**src/hw/rtl/mm_pkg.sv**
```systemverilog
// Shared constants and types for the 4x4 fixed-point matrix multiplier.
// No dependencies; every other file of the block imports this package.
`default_nettype none

package mm_pkg;

  // Default matrix dimension.
  localparam int unsigned DIM_DEFAULT = 4;

  // Field widths of the transfers.
  localparam int unsigned IDX_W = 2;
  localparam int unsigned VAL_W = 32;

  // Q16.16 format.
  localparam int unsigned FRAC_BITS = 16;

  // Saturation limits of the result.
  localparam logic [VAL_W-1:0] SAT_MAX = 32'h7FFF_FFFF;
  localparam logic [VAL_W-1:0] SAT_MIN = 32'h8000_0000;

  // Sequencer states.
  localparam logic SEQ_IDLE = 1'b0;
  localparam logic SEQ_RUN  = 1'b1;

  // Control that travels with a token through the cell chain.
  typedef struct packed {
    logic valid;
    logic last;
  } mm_ctrl_t;

  // Store write broadcast to all cells.
  typedef struct packed {
    logic             en;
    logic [VAL_W-1:0] left;
    logic [VAL_W-1:0] right;
  } mm_wr_t;

endpackage

`default_nettype wire

```
**src/hw/rtl/mm_cell.sv**
```systemverilog
// One cell of the multiply-accumulate chain: holds column CellIdx of the
// left matrix and row CellIdx of the right matrix. Depends on mm_pkg.
`default_nettype none

module mm_cell import mm_pkg::*; #(
  parameter int unsigned DIM     = DIM_DEFAULT,
  parameter int unsigned CellIdx = 0,
  localparam int unsigned IW     = $clog2(DIM),
  localparam int unsigned ACC_W  = 2 * VAL_W + $clog2(DIM)
) (
  input  wire                     clk_i,
  input  wire                     rst_ni,
  input  wire                     adv_i,
  input  mm_wr_t                  wr_i,
  input  wire  [IW-1:0]           wr_row_i,
  input  wire  [IW-1:0]           wr_col_i,
  input  mm_ctrl_t                ctrl_i,
  input  wire  [IW-1:0]           row_i,
  input  wire  [IW-1:0]           col_i,
  input  wire  signed [ACC_W-1:0] acc_i,
  output mm_ctrl_t                ctrl_o,
  output logic [IW-1:0]           row_o,
  output logic [IW-1:0]           col_o,
  output logic signed [ACC_W-1:0] acc_o,
  output logic                    busy_o
);

  logic [VAL_W-1:0] left_mem  [DIM];
  logic [VAL_W-1:0] right_mem [DIM];

  logic signed [VAL_W-1:0]   a_op;
  logic signed [VAL_W-1:0]   b_op;
  logic signed [2*VAL_W-1:0] prod_d;

  mm_ctrl_t                  ctrl_a_q;
  logic [IW-1:0]             row_a_q;
  logic [IW-1:0]             col_a_q;
  logic signed [ACC_W-1:0]   acc_a_q;
  logic signed [2*VAL_W-1:0] prod_a_q;

  mm_ctrl_t                  ctrl_b_q;
  logic [IW-1:0]             row_b_q;
  logic [IW-1:0]             col_b_q;
  logic signed [ACC_W-1:0]   acc_b_q;

  // Left element (r, c) lives in cell c at slot r; right element (r, c)
  // lives in cell r at slot c.
  always_ff @(posedge clk_i) begin
    if (wr_i.en && (wr_col_i == IW'(CellIdx))) begin
      left_mem[wr_row_i] <= wr_i.left;
    end
    if (wr_i.en && (wr_row_i == IW'(CellIdx))) begin
      right_mem[wr_col_i] <= wr_i.right;
    end
  end

  assign a_op   = left_mem[row_i];
  assign b_op   = right_mem[col_i];
  assign prod_d = a_op * b_op;

  // Stage A: the multiply.
  always_ff @(posedge clk_i or negedge rst_ni) begin
    if (!rst_ni) begin
      ctrl_a_q <= '0;
    end else if (adv_i) begin
      ctrl_a_q <= ctrl_i;
    end
  end

  always_ff @(posedge clk_i) begin
    if (adv_i) begin
      row_a_q  <= row_i;
      col_a_q  <= col_i;
      acc_a_q  <= acc_i;
      prod_a_q <= prod_d;
    end
  end

  // Stage B: the accumulate, handed to the next cell.
  always_ff @(posedge clk_i or negedge rst_ni) begin
    if (!rst_ni) begin
      ctrl_b_q <= '0;
    end else if (adv_i) begin
      ctrl_b_q <= ctrl_a_q;
    end
  end

  always_ff @(posedge clk_i) begin
    if (adv_i) begin
      row_b_q <= row_a_q;
      col_b_q <= col_a_q;
      acc_b_q <= acc_a_q + ACC_W'(prod_a_q);
    end
  end

  assign ctrl_o = ctrl_b_q;
  assign row_o  = row_b_q;
  assign col_o  = col_b_q;
  assign acc_o  = acc_b_q;
  assign busy_o = ctrl_a_q.valid | ctrl_b_q.valid;

endmodule

`default_nettype wire

```
**config.mk**
```make
export PLATFORM = sky130hd
export DESIGN_NAME = mm_cell
export DESIGN_NICKNAME = d
export VERILOG_FILES = /design/src/hw/rtl/mm_pkg.sv /design/src/hw/rtl/mm_cell.sv
export SDC_FILE = /design/constraint.sdc
export NUM_CORES = 2
export LEC_CHECK = 0
export BUFFER_PORTS_ARGS = -buffer_cell sky130_fd_sc_hd__buf_4
export CORE_AREA = 2 2 431 433
export DETAILED_ROUTE_END_ITERATION = 8
export DIE_AREA = 0 0 433 435
export GPL_TIMING_DRIVEN = 0
export SYNTH_ARGS = -nofsm -noshare
export SYNTH_HDL_FRONTEND = slang
export SYNTH_SLANG_ARGS = --single-unit
```
**constraint.sdc**
```tcl
create_clock -name clk_i -period 9.2 [get_ports clk_i]
set_input_delay 0.92 -clock clk_i [delete_from_list [all_inputs] [get_ports clk_i]]
set_output_delay 0.92 -clock clk_i [all_outputs]
set_load 0.05 [all_outputs]
```
# ---- After elaboration in Yosys (flattened, before gate mapping)
# Memories as Yosys holds them, arrays and structs flattened.
# Cells that the tools add are included.
dict set report totals {
  reg_bits 208
  ramBits 256
  in_bits 144
  out_inout_bits 73
  wordCells 24
  memories 2
}
# name depth word_bits rd rd_clocked_by_memory_dff write_ports line
set mem_list {}
lappend mem_list {left_mem 4 32 1 0 1 mm_cell.sv:28} ;# logic [VAL_W-1:0] left_mem [DIM];
lappend mem_list {right_mem 4 32 1 0 1 mm_cell.sv:29} ;# logic [VAL_W-1:0] right_mem [DIM];
dict set report op_classes {
  n_addsub 1
  n_mul 1
  muxes 4
  n_bitwise 1
  reduce_logical 4
}
# cell count
set op_table {}
lappend op_table {{adder 66 x 64 -> 66 bit} 1}
lappend op_table {{multiplier 32 x 32 -> 64 bit} 1}
lappend op_table {{logical NOT 2 bit} 2}
lappend op_table {{2-to-1 mux 1 bit} 4}
lappend op_table {{logical AND 1 bit} 2}
lappend op_table {{OR 1 bit} 1}

# ---- Logic depth before layout (Yosys ltp)
dict set report depth {
  ltp_word 4
  depth_mapped 35
  mapped_depth_nobuf 31
}

# ---- Worst setup path after synthesis
# No wires, ideal clock.
dict set report synth_path {
  path_kind {input-to-reg}
  from {in col_i[0]}
  to {reg prod_a_q[57], data pin}
  setup_time_ns 0.256
  arrival_ns 9.833
  required_ns 8.944
  slack_ns -0.889
  path_stages 31
  path_buffers 4
  path_cell_list {clkbuf_1 -> buf_1 -> clkbuf_1 -> mux2i_1 -> nand2_1 -> o21ai_1 -> clkbuf_1 -> nor2_1 -> ha_1 -> fa_1 -> fa_1 -> inv_1 -> fa_1 -> inv_1 -> fa_1 -> inv_1 -> fa_1 -> inv_1 -> fa_1 -> fa_1 -> ha_1 -> a21o_1 -> o21bai_1 -> a211o_1 -> a21o_1 -> a31oi_1 -> or3b_1 -> a21oi_1 -> o21bai_1 -> a311o_1 -> and4_1}
}
dict set report synth_via {
  elab_chain_cells 2
}
# item line
set synth_rtl {}
lappend synth_rtl {{start: declaration} mm_cell.sv:19} ;# input wire [IW-1:0] col_i,
lappend synth_rtl {{memory (4 x 32 bit)} n/a}
lappend synth_rtl {{multiplier 32 x 32 -> 64 bit} mm_cell.sv:59} ;# assign prod_d = a_op * b_op;
lappend synth_rtl {{net prod_d[57]} mm_cell.sv:33} ;# logic signed [2*VAL_W-1:0] prod_d;
lappend synth_rtl {{end signal: assignment} mm_cell.sv:75} ;# prod_a_q <= prod_d;
lappend synth_rtl {{end: declaration} mm_cell.sv:39} ;# logic signed [2*VAL_W-1:0] prod_a_q;
# The timed path passes the listed nets, and every way through them passes these cells.
# A chain may end at the register's enable or synchronous reset.

# ---- Worst setup path after layout
dict set report layout_path {
  from {in col_i[0]}
  to {reg prod_a_q[56], data pin}
}
# Same word-level chain as after synthesis.

==> run summary <==
## STA
- **post-route minimum period** 9.09 ns
- **transition time at the pin with the least slew margin** 0.973 ns
- **highest attainable clock frequency** 110 MHz
- **accumulated negative setup slack** 0 ns
- **final max-slew violation count** 0
- **# setup viols final** 0
- **share of the clock period used by the worst path after layout** 98.8%
- **Rel. slew slack** 35.2%
- **largest clock skew in the final design** 0.0638 ns
- **count of final hold-check violations** 0
- **worst hold slack** 0.389 ns

## Cells and area
- **leading cell type in the layout, fill and taps excluded** sky130_fd_sc_hd__fa_1
- **net total in the final layout** 7,041
- **multi-input gate area in the final layout** 37,500 um^2
- **number of fill cells** 18,500
- **relative area change from synthesis to final layout** 18.5%
- **final design area excluding fillers** 65,100 um^2
- **share of post-route cells with drive strength above 1** 15.3%
- **area taken by flip-flops and latches** 13,900 um^2
- **highest-count cells in the layout ignoring fill and taps** sky130_fd_sc_hd__fa_1 (1,076), sky130_fd_sc_hd__inv_1 (1,036), sky130_fd_sc_hd__nand2_1 (626)

## Detailed routing
- **count of unresolved DRC violations after routing** 0
- **Final ANT Viol Nets** 0
- **vias per cell** 4.93
- **Starting DRT DRC Count** 3,417
- **per-cell routed wire length** 25.0 um
- **via count** 39,900
- **First-pass DRT Iterations** 5
- **total wire length after detailed routing** 202 mm

## Critical path
- **Critical Path End Type** flop
- **crit start category** input port
- **Worst EP required** 9.59 ns
- **CP Data Arrival Time** 9.48 ns
- **Crit Path Class** in -> reg
- **biggest fanout along the worst timing path** 11

## Synth
- **arithmetic-cell share of the synthesized area counting full adders, half adders and majority gates** 45.2%
- **register bit count reported by yosys** 464
- **top-area cell type share of the netlist area** 39.5%
- **Post-synth top flop** sky130_fd_sc_hd__edfxtp_1
- **Yosys top cell by area** sky130_fd_sc_hd__fa_1
- **number of instances in the synthesized netlist** 5,199
- **cell area after synthesis** 54,900 um^2
- **compound-gate portion of the synthesized area** 6.14%
- **sequential cell area fraction in the yosys report** 25.4%
- **count of unique library cells instantiated by Yosys** 71
- **simple-gate area share of the yosys netlist** 10.1%
- **synthesized net count** 6,675
- **ranking of synthesized cells by area** sky130_fd_sc_hd__fa_1 (40%), sky130_fd_sc_hd__edfxtp_1 (25%), sky130_fd_sc_hd__inv_1 (7.1%)
- **number of enable flip-flop cells after synthesis** 460
- **syn avg cell area** 10.6 um^2
- **async set or reset register ratio after synthesis** 0.862%
- **xor/xnor cell area share of the yosys netlist** 1.98%
- **largest family of logic cells by synthesized area** adder cells
- **portion of netlist area occupied by mux cells** 2.58%
- **yosys synthesis warning count** 0

## Placed design
- **Placement Cell Area** 60,300 um^2
- **global placement routability congestion** 1.01
- **HPWL after DPL** 166 mm
- **# port buffers** 216

## Global route
- **first-pass GRT wire length** 292 mm
- **total global routing overflow** 0
- **Tot GR Track Use** 21.6%
- **number of global-route vias before repair** 42,600
- **maximum number of pins on one net before global-route repair** 104
- **antenna violations before repair** 15

## Die
- **height of the die** 435 um
- **Initial Utilization** 29.8%
- **Floorplan Core Area** 184,000 um^2
- **Die Outline Area** 188,000 um^2
- **top-level port count** 217
- **Rows** 158
- **overall die width** 433 um

## Clocking
- **clock tree from TritonCTS** done
- **clock tree buffer depth** 3
- **H-tree levels** 2
- **clock sinks** 464
- **number of buffers added by the clock tree synthesis step** 56
- **clock slew seen by the registers of the worst setup and hold paths** 0.06 ns
- **clock root buffer master** sky130_fd_sc_hd__clkbuf_16
- **clock latency on the worst-skew pair** 0.73 ns

## Flow run
- **number of violations of the max-capacitance limit** 0

## Run status
- **run status** complete, no violations

## Worst hold path
- **Hold Path Class** in -> reg

==> synthesized netlist by cell type (all sizes together), types with 13 or more instances <==
cell type	number
nand3	21
o21a	66
mux2i	55
xnor2	83
edfxtp	460
nand4	20
inv	1044
a31oi	20
o21bai	25
nand2	633
mux2	59
and2	38
buf	15
nor2	577
xor2	41
ha	249
o21ai	126
nor2b	15
a21oi	129
nand2b	13
nor3	18
clkbuf	207
fa	1083
a21o	60
==> critical path: stages <==
cell,delay (ns)
sky130_fd_sc_hd__buf_8,0.14
sky130_fd_sc_hd__buf_12,0.16
sky130_fd_sc_hd__mux4_2,0.61
sky130_fd_sc_hd__clkbuf_2,0.41
sky130_fd_sc_hd__nand2_1,0.13
sky130_fd_sc_hd__fa_1,0.56
sky130_fd_sc_hd__inv_1,0.07
sky130_fd_sc_hd__fa_1,0.51
sky130_fd_sc_hd__fa_1,0.64
sky130_fd_sc_hd__fa_1,0.49
sky130_fd_sc_hd__fa_1,0.60
sky130_fd_sc_hd__fa_1,0.46
sky130_fd_sc_hd__fa_1,0.54
sky130_fd_sc_hd__fa_1,0.50
sky130_fd_sc_hd__ha_4,0.34
sky130_fd_sc_hd__and3_4,0.20
sky130_fd_sc_hd__nor4bb_4,0.34
sky130_fd_sc_hd__and2_4,0.23
sky130_fd_sc_hd__o2111ai_4,0.11
sky130_fd_sc_hd__buf_12,0.19
sky130_fd_sc_hd__a211oi_4,0.31
sky130_fd_sc_hd__o31a_1,0.25
sky130_fd_sc_hd__o2111ai_2,0.18
sky130_fd_sc_hd__nand3_1,0.10
sky130_fd_sc_hd__or3b_1,0.41
==> per-layer routing <==
| layer | vias up | global-route usage (%) | share of wire, % |
|---|---|---|---|
| li1 | 16900 | - | - |
| met1 | 21000 | 27.9 | 41 |
| met2 | 1549 | 35.4 | 47 |
| met3 | 422 | 4.05 | 7.3 |
| met4 | 10 | 9.17 | 4.9 |
| met5 | - | 0 | 0.036 |
==> worst paths after layout <==
| kind | startpoint | endpoint | slack (ns) | depth (start not counted) |
|---|---|---|---|---|
| worst max-delay path | col_i[0] | prod_a_q[56] | 0.11 | 25 |
| worst min-delay path | wr_i[2] | right_mem[3][2] | 0.39 | 1 |
| worst max register to register | right_mem[3][27] | prod_a_q[57] | 0.30 | 24 |
| worst min register to register | row_a_q[1] | row_o[1] | 0.42 | 0 |
| max in group asynchronous | rst_ni | ctrl_a_q[1] | 8.54 | 2 |
| min in group asynchronous | rst_ni | ctrl_o[0] | 0.56 | 2 |
==> area by class of cell <==
cell class,count,area share (%)
flip-flops and latches,464,21.4
plain buffers,188,2.59
multi-input cells,3469,57.6
well taps,2480,4.77
inverters,1044,6.05
clock inverters,44,0.713
diodes,3,0.0115
clock buffers,62,2.19
repair buffers,342,4.71
==> cell families (layout without fill, tap and decap cells) <==
| family | after synthesis | count (layout) |
|---|---|---|
| AOI/OAI and AO/OA | 517 | 517 |
| other | 0 | 3 |
| muxes | 123 | 123 |
| buffers and inverters | 1266 | 1680 |
| adders and majority gates | 1332 | 1332 |
| and+or+nand+nor | 1373 | 1373 |
| xor gates and xnor gates | 124 | 124 |
| DFF | 464 | 464 |
==> per-stage QoR <==
stage	setup WS, ns	util [%]	cells
2_1_floorplan	0.000977	-	5199
3_3_place_gp	-4.83	32.4	7895
3_5_place_dp	-4.23	32.7	7923
4_1_cts	-0.0521	35.0	8066
5_1_grt	-0.0199	35.3	8093
6_report	0.114	35.3	8096
==> repair_timing <==
item,CTS,global route
hold buffers,1,0
hold endpoints to repair,4,0
setup endpoints to repair,45,17
gates resized for setup,535,117
setup buffers,60,37
pin swaps,34,23
==> flip-flops by register name, indices dropped and copies added (netlist names) <==
signal,flops
left_mem,128
right_mem,128
acc_a_q,66
acc_o,66
prod_a_q,64
col_a_q,2
col_o,2
ctrl_a_q,2
ctrl_o,2
row_a_q,2
row_o,2
Power is not shown: default switching activity piles up to over one toggle a cycle in this logic, so the estimate is an artifact.
